**src/hw/rtl/two_wheel_balance_controller_core_defines.svh**
```systemverilog
// Assertion macros for the two-wheel balance controller.
`ifndef TWO_WHEEL_BALANCE_CONTROLLER_CORE_DEFINES_SVH
`define TWO_WHEEL_BALANCE_CONTROLLER_CORE_DEFINES_SVH

// same-cycle implication
`define TWBC_ASSERT_IMP(lbl, clk, rst, ante, cons, msg) \
   lbl: assert property (@(posedge clk) disable iff (rst) (ante) |-> (cons)) else $error(msg);

// next-cycle implication
`define TWBC_ASSERT_NXT(lbl, clk, rst, ante, cons, msg) \
   lbl: assert property (@(posedge clk) disable iff (rst) (ante) |=> (cons)) else $error(msg);

`endif

```
**src/hw/rtl/twbc_pkg.sv**
```systemverilog
// Shared types and constants of the two-wheel balance controller.
`timescale 1ns / 1ps

package twbc_pkg;

   // register indexes
   typedef enum logic [2:0] {
      REG_KP_BALANCE     = 3'd0,
      REG_KD_BALANCE     = 3'd1,
      REG_BALANCE_LIMIT  = 3'd2,
      REG_KP_VELOCITY    = 3'd3,
      REG_KI_VELOCITY    = 3'd4,
      REG_INTEGRAL_LIMIT = 3'd5,
      REG_KP_TURN        = 3'd6,
      REG_DRIVE_LIMIT    = 3'd7
   } csr_reg_type;

   localparam int CSR_IDX_W  = 3;
   localparam int CSR_DATA_W = 16;

   // register reset values
   localparam logic [15:0] KP_BALANCE_RST     = 16'd5734;
   localparam logic [15:0] KD_BALANCE_RST     = 16'd215;
   localparam logic [14:0] BALANCE_LIMIT_RST  = 15'd400;
   localparam logic [15:0] KP_VELOCITY_RST    = 16'd9984;
   localparam logic [15:0] KI_VELOCITY_RST    = 16'd20;
   localparam logic [14:0] INTEGRAL_LIMIT_RST = 15'd10000;
   localparam logic [15:0] KP_TURN_RST        = 16'd1024;
   localparam logic [9:0]  DRIVE_LIMIT_RST    = 10'd500;

   // shared multiplier: signed A x signed B
   localparam int MUL_A_W = 28;
   localparam int MUL_B_W = 31;
   localparam int PROD_W  = MUL_A_W + MUL_B_W;
   localparam int ACC_W   = 44;
   localparam int QUO_W   = ACC_W - 16;

   // ceil(2^32/5), ceil(2^32/10): exact for the operand ranges used here
   localparam logic [MUL_B_W-1:0] RECIP5  = 31'd858993460;
   localparam logic [MUL_B_W-1:0] RECIP10 = 31'd429496730;

   // Q8.8 angle thresholds, Q12.8 rate threshold
   localparam logic signed [15:0] FALL_ANGLE    = 16'sd10240;
   localparam logic signed [15:0] UPRIGHT_ANGLE = 16'sd3840;
   localparam logic signed [19:0] UPRIGHT_RATE  = 20'sd768;

   typedef struct packed {
      logic signed [15:0] tilt_angle;
      logic signed [19:0] pitch_rate;
      logic signed [19:0] yaw_rate;
      logic signed [15:0] count_left;
      logic signed [15:0] count_right;
   } req_type;

   typedef struct packed {
      logic [9:0] left_fwd_duty;
      logic [9:0] left_rev_duty;
      logic [9:0] right_fwd_duty;
      logic [9:0] right_rev_duty;
      logic       running;
   } rsp_type;

endpackage

```
**src/hw/rtl/two_wheel_balance_controller_core.sv**
```systemverilog
// Top level of the two-wheel balance controller: sequencer, state and I/O.
`timescale 1ns / 1ps
`include "two_wheel_balance_controller_core_defines.svh"

// One item is one control tick: tilt angle, pitch rate, yaw rate and both
// wheel encoder counts. Each item gives exactly one result: four PWM duties
// and the running flag. While waiting for upright the result is loaded in
// the cycle the item is taken. A running tick walks a 13-step
// sequencer around one shared 28x31 signed multiplier (balance PD, speed
// filter /5 and integral /10 by reciprocal multiply, velocity PI, turn P,
// then mixing) and registers its result in ST_MIX, the last step, which
// holds while the output register is occupied. The multiplier is the only
// multiply resource and is used at most once per step. The result sits in
// an output register; a new item is taken when the sequencer is idle and
// that register is free or is being drained in the same cycle. req_stall
// is high while a tick is in progress. Gains and limits are written
// through the csr port (always ready) and are expected to change only
// while no tick is in flight.
module two_wheel_balance_controller_core (
   input  logic                              clock,
   input  logic                              reset,
   // input items
   input  logic                              req_valid,
   output logic                              req_stall,
   input  twbc_pkg::req_type                 req_data,
   // results
   output logic                              rsp_valid,
   input  logic                              rsp_stall,
   output twbc_pkg::rsp_type                 rsp_data,
   // configuration writes
   input  logic                              csr_valid,
   output logic                              csr_ready,
   input  logic [twbc_pkg::CSR_IDX_W-1:0]    csr_index,
   input  logic [twbc_pkg::CSR_DATA_W-1:0]   csr_wdata
);

   localparam int AW = twbc_pkg::MUL_A_W;
   localparam int BW = twbc_pkg::MUL_B_W;
   localparam int PW = twbc_pkg::PROD_W;
   localparam int CW = twbc_pkg::ACC_W;
   localparam int QW = twbc_pkg::QUO_W;

   typedef enum logic [3:0] {
      ST_IDLE,
      ST_B0,   // angle * kp
      ST_B1,   // rate * kd
      ST_B2,   // sum balance; speed filter numerator * 1/5
      ST_B3,   // clamp balance; new filtered speed
      ST_F1,   // |speed| * 1/10
      ST_I0,   // integral update and clamp
      ST_V0,   // speed * kp_v
      ST_V1,   // integral * ki
      ST_V2,   // sum velocity
      ST_V3,   // velocity term; yaw * kp_t
      ST_T0,
      ST_T1,   // turn term
      ST_MIX   // mixing, duties, fall check
   } state_type;

   state_type state_ff;

   // configuration
   logic [15:0] kp_balance_ff, kd_balance_ff, kp_velocity_ff, ki_velocity_ff, kp_turn_ff;
   logic [14:0] balance_limit_ff, integral_limit_ff;
   logic [9:0]  drive_limit_ff;

   // controller state
   logic signed [25:0] fs_ff;    // filtered speed, Q17.8
   logic signed [25:0] si_ff;    // speed integral, Q17.8
   logic               run_mode_ff;

   // per-tick working registers
   twbc_pkg::req_type  in_ff;
   logic signed [CW-1:0] acc_ff;
   logic signed [15:0] b_ff, v_ff, t_ff;
   logic               x_neg_ff, fs_neg_ff;

   logic               rsp_valid_ff;
   twbc_pkg::rsp_type  rsp_data_ff;

   // multiplier
   logic signed [AW-1:0] mul_a;
   logic signed [BW-1:0] mul_b;
   logic signed [PW-1:0] prod_ff;

   // datapath
   logic               out_free;
   logic               accept;
   logic               rsp_load;
   logic               upright;
   logic signed [16:0] csum;
   logic signed [27:0] x_val;
   logic [27:0]        x_mag;
   logic [25:0]        fs_mag;
   logic [24:0]        q5;
   logic [25:0]        q10;
   logic signed [25:0] fs_new;
   logic signed [25:0] d10;
   logic signed [26:0] si_sum;
   logic signed [26:0] si_lim;
   logic signed [25:0] si_new;
   logic signed [QW-1:0] b_quo;
   logic signed [QW-1:0] b_lim;
   logic signed [15:0] b_new;
   logic signed [17:0] mix_l, mix_r;
   logic signed [15:0] cmd_l, cmd_r;
   logic [19:0]        duty_l, duty_r;
   logic               fall;

   // truncating divide by 65536
   function automatic logic signed [QW-1:0] tdiv(input logic signed [CW-1:0] v);
      logic signed [CW-1:0] adj;
      adj = v + (v[CW-1] ? CW'(65535) : CW'(0));
      return adj[CW-1:16];
   endfunction

   function automatic logic signed [15:0] sat16(input logic signed [QW-1:0] v);
      if (v > QW'(32767)) begin
         return 16'sh7FFF;
      end else if (v < -QW'(32768)) begin
         return 16'sh8000;
      end else begin
         return v[15:0];
      end
   endfunction

   // {fwd, rev}: sign picks the side, magnitude clamped to lim
   function automatic logic [19:0] drive(input logic signed [15:0] cmd,
                                         input logic [9:0] lim);
      logic [16:0] mag;
      logic [9:0]  d;
      mag = cmd[15] ? 17'(-$signed({cmd[15], cmd})) : {1'b0, cmd};
      d = (mag > {7'b0, lim}) ? lim : mag[9:0];
      return cmd[15] ? {10'b0, d} : {d, 10'b0};
   endfunction

   assign out_free  = !rsp_valid_ff || !rsp_stall;
   assign req_stall = (state_ff != ST_IDLE) || !out_free;
   assign accept    = req_valid && !req_stall;
   assign csr_ready = 1'b1;
   assign rsp_valid = rsp_valid_ff;
   assign rsp_data  = rsp_data_ff;

   // output register loads: waiting tick when taken, running tick at the end
   assign rsp_load  = (accept && !run_mode_ff) || ((state_ff == ST_MIX) && out_free);

   assign upright = (req_data.tilt_angle < twbc_pkg::UPRIGHT_ANGLE) &&
                    (req_data.tilt_angle > -twbc_pkg::UPRIGHT_ANGLE) &&
                    (req_data.pitch_rate < twbc_pkg::UPRIGHT_RATE) &&
                    (req_data.pitch_rate > -twbc_pkg::UPRIGHT_RATE);

   // speed filter numerator: 4*fs + 256*(cl + cr)
   always_comb begin
      csum  = 17'(in_ff.count_left) + 17'(in_ff.count_right);
      x_val = $signed({{2{fs_ff[25]}}, fs_ff} <<< 2) + $signed({{3{csum[16]}}, csum, 8'b0});
      x_mag = x_val[27] ? 28'(-x_val) : x_val;
      fs_mag = fs_ff[25] ? 26'(-fs_ff) : fs_ff;
      q5    = prod_ff[56:32];
      q10   = prod_ff[57:32];
      fs_new = x_neg_ff ? -$signed({1'b0, q5}) : $signed({1'b0, q5});
      d10   = fs_neg_ff ? -$signed(q10) : $signed(q10);
      si_sum = 27'(si_ff) + 27'(d10);
      si_lim = $signed({4'b0, integral_limit_ff, 8'b0});
      if (si_sum > si_lim) begin
         si_new = si_lim[25:0];
      end else if (si_sum < -si_lim) begin
         si_new = 26'(-si_lim);
      end else begin
         si_new = si_sum[25:0];
      end
   end

   // balance clamp
   always_comb begin
      b_quo = tdiv(acc_ff);
      b_lim = $signed({{(QW-15){1'b0}}, balance_limit_ff});
      if (b_quo > b_lim) begin
         b_new = b_lim[15:0];
      end else if (b_quo < -b_lim) begin
         b_new = 16'(-b_lim);
      end else begin
         b_new = b_quo[15:0];
      end
   end

   // mixing
   always_comb begin
      mix_l  = 18'(b_ff) + 18'(v_ff) - 18'(t_ff);
      mix_r  = 18'(b_ff) + 18'(v_ff) + 18'(t_ff);
      cmd_l  = sat16(QW'(mix_l));
      cmd_r  = sat16(QW'(mix_r));
      duty_l = drive(cmd_l, drive_limit_ff);
      duty_r = drive(cmd_r, drive_limit_ff);
      fall   = (in_ff.tilt_angle > twbc_pkg::FALL_ANGLE) ||
               (in_ff.tilt_angle < -twbc_pkg::FALL_ANGLE);
   end

   // operand select for the shared multiplier
   always_comb begin
      mul_a = '0;
      mul_b = '0;
      case (state_ff)
         ST_B0: begin
            mul_a = AW'(in_ff.tilt_angle);
            mul_b = $signed({{(BW-16){1'b0}}, kp_balance_ff});
         end
         ST_B1: begin
            mul_a = AW'(in_ff.pitch_rate);
            mul_b = $signed({{(BW-16){1'b0}}, kd_balance_ff});
         end
         ST_B2: begin
            mul_a = $signed({1'b0, x_mag[26:0]});
            mul_b = $signed(twbc_pkg::RECIP5);
         end
         ST_F1: begin
            mul_a = $signed({2'b0, fs_mag});
            mul_b = $signed(twbc_pkg::RECIP10);
         end
         ST_V0: begin
            mul_a = AW'(fs_ff);
            mul_b = $signed({{(BW-16){1'b0}}, kp_velocity_ff});
         end
         ST_V1: begin
            mul_a = AW'(si_ff);
            mul_b = $signed({{(BW-16){1'b0}}, ki_velocity_ff});
         end
         ST_V3: begin
            mul_a = AW'(in_ff.yaw_rate);
            mul_b = $signed({{(BW-16){1'b0}}, kp_turn_ff});
         end
         default: begin
            mul_a = '0;
            mul_b = '0;
         end
      endcase
   end

   twbc_mul #(
      .A_W (AW),
      .B_W (BW)
   ) u_mul (
      .clock   (clock),
      .op_a    (mul_a),
      .op_b    (mul_b),
      .prod_ff (prod_ff)
   );

   always_ff @(posedge clock) begin
      if (reset) begin
         state_ff          <= ST_IDLE;
         rsp_valid_ff      <= 1'b0;
         run_mode_ff       <= 1'b0;
         fs_ff             <= '0;
         si_ff             <= '0;
         kp_balance_ff     <= twbc_pkg::KP_BALANCE_RST;
         kd_balance_ff     <= twbc_pkg::KD_BALANCE_RST;
         balance_limit_ff  <= twbc_pkg::BALANCE_LIMIT_RST;
         kp_velocity_ff    <= twbc_pkg::KP_VELOCITY_RST;
         ki_velocity_ff    <= twbc_pkg::KI_VELOCITY_RST;
         integral_limit_ff <= twbc_pkg::INTEGRAL_LIMIT_RST;
         kp_turn_ff        <= twbc_pkg::KP_TURN_RST;
         drive_limit_ff    <= twbc_pkg::DRIVE_LIMIT_RST;
      end else begin
         if (csr_valid && csr_ready) begin
            case (csr_index)
               twbc_pkg::REG_KP_BALANCE:     kp_balance_ff     <= csr_wdata;
               twbc_pkg::REG_KD_BALANCE:     kd_balance_ff     <= csr_wdata;
               twbc_pkg::REG_BALANCE_LIMIT:  balance_limit_ff  <= csr_wdata[14:0];
               twbc_pkg::REG_KP_VELOCITY:    kp_velocity_ff    <= csr_wdata;
               twbc_pkg::REG_KI_VELOCITY:    ki_velocity_ff    <= csr_wdata;
               twbc_pkg::REG_INTEGRAL_LIMIT: integral_limit_ff <= csr_wdata[14:0];
               twbc_pkg::REG_KP_TURN:        kp_turn_ff        <= csr_wdata;
               twbc_pkg::REG_DRIVE_LIMIT:    drive_limit_ff    <= csr_wdata[9:0];
               default: ;
            endcase
         end

         if (rsp_load) begin
            rsp_valid_ff <= 1'b1;
         end else if (rsp_valid_ff && !rsp_stall) begin
            rsp_valid_ff <= 1'b0;
         end

         case (state_ff)
            ST_IDLE: begin
               if (accept) begin
                  in_ff <= req_data;
                  if (run_mode_ff) begin
                     state_ff <= ST_B0;
                  end else begin
                     // waiting: zero drive, maybe wake up
                     rsp_data_ff  <= '{default: '0, running: upright};
                     run_mode_ff  <= upright;
                  end
               end
            end
            ST_B0: state_ff <= ST_B1;
            ST_B1: begin
               acc_ff   <= prod_ff[CW-1:0];
               state_ff <= ST_B2;
            end
            ST_B2: begin
               acc_ff   <= acc_ff + prod_ff[CW-1:0];
               x_neg_ff <= x_val[27];
               state_ff <= ST_B3;
            end
            ST_B3: begin
               b_ff     <= b_new;
               fs_ff    <= fs_new;
               state_ff <= ST_F1;
            end
            ST_F1: begin
               fs_neg_ff <= fs_ff[25];
               state_ff  <= ST_I0;
            end
            ST_I0: begin
               si_ff    <= si_new;
               state_ff <= ST_V0;
            end
            ST_V0: state_ff <= ST_V1;
            ST_V1: begin
               acc_ff   <= prod_ff[CW-1:0];
               state_ff <= ST_V2;
            end
            ST_V2: begin
               acc_ff   <= acc_ff + prod_ff[CW-1:0];
               state_ff <= ST_V3;
            end
            ST_V3: begin
               v_ff     <= sat16(tdiv(acc_ff));
               state_ff <= ST_T0;
            end
            ST_T0: begin
               acc_ff   <= prod_ff[CW-1:0];
               state_ff <= ST_T1;
            end
            ST_T1: begin
               t_ff     <= sat16(tdiv(acc_ff));
               state_ff <= ST_MIX;
            end
            ST_MIX: begin
               // hold here until the output register can take the result
               if (out_free) begin
                  rsp_data_ff  <= '{left_fwd_duty:  duty_l[19:10],
                                    left_rev_duty:  duty_l[9:0],
                                    right_fwd_duty: duty_r[19:10],
                                    right_rev_duty: duty_r[9:0],
                                    running:        !fall};
                  if (fall) begin
                     run_mode_ff <= 1'b0;
                     si_ff       <= '0;
                  end
                  state_ff <= ST_IDLE;
               end
            end
            default: state_ff <= ST_IDLE;
         endcase
      end
   end

   // at most one duty per side is nonzero
   `TWBC_ASSERT_IMP(a_side_exclusive, clock, reset, rsp_valid_ff,
      (rsp_data_ff.left_fwd_duty == '0 || rsp_data_ff.left_rev_duty == '0) &&
      (rsp_data_ff.right_fwd_duty == '0 || rsp_data_ff.right_rev_duty == '0),
      "both duties of one side active")
   // duties never exceed the drive limit
   `TWBC_ASSERT_IMP(a_duty_limit, clock, reset, rsp_valid_ff,
      (rsp_data_ff.left_fwd_duty <= drive_limit_ff) &&
      (rsp_data_ff.left_rev_duty <= drive_limit_ff) &&
      (rsp_data_ff.right_fwd_duty <= drive_limit_ff) &&
      (rsp_data_ff.right_rev_duty <= drive_limit_ff), "duty above drive limit")
   // integral is empty whenever the controller is waiting
   `TWBC_ASSERT_IMP(a_wait_integral, clock, reset, !run_mode_ff, si_ff == '0,
      "integral not cleared while waiting")
   // a waiting tick answers on the next cycle
   `TWBC_ASSERT_NXT(a_wait_latency, clock, reset, accept && !run_mode_ff, rsp_valid_ff,
      "waiting tick gave no result")

endmodule

```
**src/hw/rtl/twbc_mul.sv**
```systemverilog
// Shared signed multiplier with registered product.
`timescale 1ns / 1ps

module twbc_mul #(
   parameter int A_W = twbc_pkg::MUL_A_W,
   parameter int B_W = twbc_pkg::MUL_B_W
) (
   input  logic                       clock,
   input  logic signed [A_W-1:0]      op_a,
   input  logic signed [B_W-1:0]      op_b,
   output logic signed [A_W+B_W-1:0]  prod_ff
);

   always_ff @(posedge clock) begin
      prod_ff <= op_a * op_b;
   end

endmodule
```
**config.mk**
```make
export PLATFORM = sky130hd
export DESIGN_NAME = two_wheel_balance_controller_core
export DESIGN_NICKNAME = d
export VERILOG_FILES = /design/src/hw/rtl/twbc_pkg.sv /design/src/hw/rtl/two_wheel_balance_controller_core.sv /design/src/hw/rtl/twbc_mul.sv
export VERILOG_INCLUDE_DIRS = /design/src /design/src/hw/rtl
export SDC_FILE = /design/constraint.sdc
export NUM_CORES = 2
export LEC_CHECK = 0
export ABC_AREA = 1
export CAP_MARGIN = 20
export CORE_MARGIN = 2
export CORE_UTILIZATION = 50
export DETAILED_ROUTE_END_ITERATION = 7
export DONT_BUFFER_PORTS = 1
export PLACE_DENSITY_LB_ADDON = 0.25
export SLEW_MARGIN = 20
export SYNTH_ARGS = -nofsm -noshare
export SYNTH_HDL_FRONTEND = slang
export SYNTH_SLANG_ARGS = --single-unit
```
**constraint.sdc**
```tcl
create_clock -name clock -period 14.9 [get_ports clock]
set_clock_uncertainty 0.15 [all_clocks]
set_input_delay 2.235 -clock clock [delete_from_list [all_inputs] [get_ports clock]]
set_output_delay 2.235 -clock clock [all_outputs]
set_load 0.01 [all_outputs]
```
---- Word-level counts from Yosys, hierarchy flattened ----
Cells that the tools add are included.
storage, ports and cells
  bits of input ports ..................... 112
  register bits ........................... 459
  word-level logic and storage cells ...... 179
operators by class
  multiplexer cells ....................... 42
  $add $sub $neg .......................... 16
  $mul .................................... 1
  bitwise logic cells ..................... 1
  reduce and logical (&&, ||, !) cells .... 45
  equal/unequal tests ..................... 25
  $lt $le $gt $ge ......................... 18
operators with widths
  operator              count
  $pmux 30 s7           1
  $pmux 28 s7           1
  $mux 26               7
  $mux 16               8
  $mux 41               3
  $pmux 44 s2           1
  $pmux 41 s2           1
  $mul 28x31->58        1
  $pmux 4 s14           1
  $neg 26->26           2
  $pmux 26 s2           1
  $add 44x17->44        1
  $add 44x44->44        1
  $mux 20               2
  $gt 18x16->1 const B  2
  $lt 18x16->1 const B  2
  $add 16x16->17        2
  $gt 17x10->1          2
  $mux 17               2
  $neg 16->17           2
  $add 28x25->28        1
  $gt 28x16->1          1
  $gt 28x16->1 const B  1
  $lt 28x16->1 const B  1
  other kinds (44)      101

---- Depth between registers and ports, before layout ----
  depth in word-level cells ............... 12
  gate-level depth with buffers ........... 64
  gate-level depth less buffers ........... 62

---- Hierarchy ----
From an unflattened synthesis, not the netlist that was laid out.
second synthesis, totals
  cells, all modules ...................... 8,914
  area total of the unflattened synthesis .. 66,531.3 um^2
modules (own cells, without submodules)
  module                             cells each  area each (um^2)  instances
  twbc_mul                           4,459       34,749.6          1
  two_wheel_balance_controller_core  4,455       31,781.7          1

---- Least setup slack after synthesis ----
No wires, ideal clock.
  path kind ............................... reg-to-reg
  start point ............................. register in_ff[2] (netlist name)
  end point ............................... register u_mul.prod_ff[45]
  data arrival time ....................... 9,993 ps
  setup slack ............................. 4,637 ps
  required time ........................... 14,630 ps
  cell stages (with the launch flop) ...... 58
  library setup time ...................... 120 ps
  buffers on the path ..................... 2
  cells stage by stage .................... edfxtp_1 > ha_1 > inv_1 > o21bai_1 > nand2_1 > nand2_1 > a21oi_1 > o21bai_1 > a21oi_1 > o21bai_1 > a21oi_1 > o21bai_1 > a21o_1 > nand2_1 > nand3_1 > nand2_1 > ha_1 > nand2_1 > (+22 left out) > fa_1 > fa_1 > ha_1 > ha_1 > nand2_1 > nor2_1 > nand2_1 > o211ai_1 > a31oi_1 > inv_1 > a21oi_1 > inv_1 > a21oi_1 > o21ai_0 > a21o_1 > nand2_1 > nand2_1 > xor2_1
between the ends
  longest elaborated chain between the ends .. 6
ends and longest elaborated chain
  what                      RTL line                                  source
  start: declaration        two_wheel_balance_controller_core.sv:73   twbc_pkg::req_type in_ff;
  start signal: assignment  two_wheel_balance_controller_core.sv:287  in_ff <= req_data;
  $add 16x16->17 (*)        two_wheel_balance_controller_core.sv:154  csum = 17'(in_ff.count_left) + 17'(in_ff.count_right);
  $add 28x25->28 (*)        two_wheel_balance_controller_core.sv:155  x_val = $signed({{2{fs_ff[25]}}, fs_ff} <<< 2) + $signed({{3{csum[16]}}, csum, 8'b0});
  $neg 27->27               two_wheel_balance_controller_core.sv:156  x_mag = x_val[27] ? 28'(-x_val) : x_val;
  $mux 27 (*)               two_wheel_balance_controller_core.sv:156
  $pmux 28 s7 (*)           two_wheel_balance_controller_core.sv:202  case (state_ff)
  $mul 28x31->58 (*)        twbc_mul.sv:15                            prod_ff <= op_a * op_b;
  end signal: assignment    twbc_mul.sv:15
  end: declaration          twbc_mul.sv:11                            output logic signed [A_W+B_W-1:0] prod_ff
Mark *: on every way between the ends. The rest lies on a longest branch, timed or not.
A chain may end at the register's enable or synchronous reset.

---- Worst setup path after layout ----
  start point ............................. register in_ff[2] (netlist name)
  end point ............................... register u_mul.prod_ff[46]
The elaborated chain is that of the path after synthesis.

==> results.md <==
- Worst R2R Start: in_ff[2]
- Area Growth Syn to Fin: 5.80%
- Yosys top cell by area: fa_1
- Main synth FF type: dfxtp_1
- Crit path capture type: flop
- Cts hold-fix bufs: 0
- Synth unique cells: 73
- CORE AREA: 111000 µm²
- Peak supply drop: 0.0000987 V
- Congestion Overflow GR: 0
- Worst setup startpoint: in_ff[2]
- RSZ-0062 raised after global routing: false
- Maximum clock frequency: 77.2 MHz
- Number of synthesized flops with an enable pin: 223
- Synth warn: 0
- CP max FO: 20
- Top cell by count, worst path: nand2_1
- Startpoint Class: flop
- TritonCTS clock tree: built
- Period utilization: 87.0%
- Max Cap Violations: 0
- CTS Buf Count: 50
- Initial antenna violation count: 5
- Clock Latency Late Sink: between 0.6 and 0.7 ns
- Clock transition at path regs: 0.06 ns
- DRC violations left: 0
- Slowest Stage Delay on Critical Path: around 0.73 ns
- Largest net degree at the start of global routing: 80
- H-tree Lvls: 2
- Area contributors post-synth: fa_1, ha_1, edfxtp_1, nand2_1, inv_1
- Status: complete, no violations
- Max Slew Vio Count: 0
- Mapped cell area: 55800 µm²
- Initial core utilization: 50.4%
- Die Y: 338 µm
- Synth Instances: approximately 7000
- Setup violations, final: 0
- Setup CP Type: flop to flop
- Routed Antenna Nets: 0
- Worst-Margin Slew: 1.14 ns
- First-pass GRT wire length: 277 mm
- All-Layer GR Usage: 32.1%
- WL final: 184 mm
- Vias in the first global route: 46700
- # IOs: between 150 and 200
- Avg WL per Cell: 21.3 µm
- Top cell type's share of synthesized area: a little over a fifth
- Buf/Inv on CP: 8
- CTS Buffer Depth: 3
- Slew headroom: 21.8%
- Worst Path Required: 15.27 ns
- Die X: 338 µm
- Hold Crit Class: flop to flop
- Fin. Hold Viols: 0
- Clock sinks: between 400 and 500
- Share of cells above drive strength 1: under 10%
- Die area: between 100000 and 150000 µm²
- Leakage Power: ~30 nW
- Ys async rst share: 0%
- Critical path data arrival time: 13.33 ns
- Final net count: 8341
- Setup TNS Final: 0 ns
- CTS root buf: clkbuf_16
- Vias per cell: 5.58
- CP delay by family, top: adder cells
- HP Start: kd_balance_ff[5]
- Number of DRC markers in iteration 0: 4245
- PortBufs: 0
- Power per cell area: 53.5 nW/µm²
- Non-filler cells, final: 8605
- Post-synthesis sequential area ratio: around a fifth
- Detailed Place HPWL: about 150 mm
- Min Tclk post-route: 12.96 ns
- CP max-delay cell: nand2_1
- Core Rows: 122
- Vias: 48100
- Yosys reg bits: 459
- Gpl congestion: 1.06
- Syn avg cell area: 7.80 µm²
- Dpl cells: 8509
- TritonRoute pass-1 iters: 7
- Post-CTS resize count: 0
- Buffer count from post-CTS setup fixing: 0
cell type report:
| type | count | area [µm²] |
|---|---|---|
| fillers | 10600 | 51600 |
| repair buffers | 64 | 480 |
| diodes | 2 | 5.00 |
| flip-flops and latches | 459 | 11400 |
| multi-input cells | 5168 | 38600 |
| clock inverters | 23 | 220 |
| clock buffers | 71 | 1470 |
| well taps | 1488 | 1860 |
| inverters | 1330 | 4990 |
synthesized netlist by cell type (23+ instances only):
cell type,number
nand2_1,1450
inv_1,1289
nor2_1,660
fa_1,600
ha_1,556
a21oi_1,449
o21ai_0,369
nand3_1,273
dfxtp_1,236
edfxtp_1,223
xor2_1,175
clkbuf_1,140
nor3_1,89
xnor2_1,67
nand4_1,57
a31oi_1,47
buf_2,36
o211ai_1,36
inv_2,33
nor4_1,26
nand2_2,23
per-stage QoR:
| step | utilization [%] | hold slack, ns | setup WS, ns | power [mW] | instance area (µm²) |
|---|---|---|---|---|---|
| 2_1_floorplan | - | 0.279 | 4.64 | 1.75 | 55800 |
| 3_3_place_gp | 51.8 | 0.287 | 2.27 | 1.88 | 57300 |
| 3_5_place_dp | 51.8 | 0.298 | 2.23 | 1.88 | 57300 |
| 4_1_cts | 53.3 | 0.306 | 2.12 | 3.17 | 59000 |
| 5_1_grt | 53.3 | 0.320 | 1.14 | 3.28 | 59000 |
| 6_report | 53.3 | 0.305 | 1.94 | 3.16 | 59000 |
sequential cells by signal (all words and copies together), names as in the netlist, 26 cells and up:
name,cells
si_ff,26
u_mul.prod_ff,58
in_ff,88
fs_ff,26
acc_ff,44
rsp_data,41
layout by cell type (no fill, tap or decap), types with 57 or more instances in the layout:
cell type | synthesis | final
dfxtp_1 | 236 | 236
nor2_1 | 660 | 652
xor2_1 | 175 | 175
nor3_1 | 89 | 86
fa_1 | 600 | 600
o21ai_0 | 369 | 368
nand4_1 | 57 | 57
ha_1 | 556 | 556
a21oi_1 | 449 | 448
xnor2_1 | 67 | 67
inv_1 | 1289 | 1287
edfxtp_1 | 223 | 223
nand2_1 | 1450 | 1450
buf_4 | 10 | 64
nand3_1 | 273 | 273
cell families (layout without fill, tap and decap cells):
| family | after synthesis | in the layout | share of synthesized area [%] |
|---|---|---|---|
| XOR/XNOR | 245 | 245 | 3.89 |
| adder cells (fa/ha/maj) | 1156 | 1156 | 34.0 |
| AND/OR/NAND/NOR | 2665 | 2665 | 19.9 |
| flip-flops | 459 | 459 | 20.5 |
| AO/OA/AOI/OAI | 1094 | 1094 | 11.1 |
| other | 2 | 10 | 0.0135 |
| buffers and inverters | 1533 | 1488 | 10.6 |
metal layers:
metal	part of all wire (%)	GRT usage [%]	vias to the layer above
li1	-	-	22600
met1	41	41.9	23100
met3	8.0	5.54	387
met4	5.8	15.9	2
met2	45	51.4	1927
met5	0.0060	0	-
power by group:
| group | total, mW | switching, mW | internal [mW] |
|---|---|---|---|
| Sequential | 1.39 | 0.0313 | 1.36 |
| Clock | 1.29 | 0.543 | 0.745 |
| Combinational | 0.473 | 0.327 | 0.147 |
tightest hold or removal path: cells and delay by family (launching register included):
kind / cells / cell delay (ns)
flip-flops: 1 / 0.30
buffers and inverters: 1 / 0.06
AO/OA/AOI/OAI: 1 / 0.05
worst paths after layout:
path	end	depth (start not counted)	slack [ns]
min reg2reg	kd_balance_ff[5]	2	0.31
min	kd_balance_ff[5]	2	0.31
max reg2reg	u_mul.prod_ff[46]	54	1.94
max	u_mul.prod_ff[46]	54	1.94
Power figures use the tool's default switching activity.
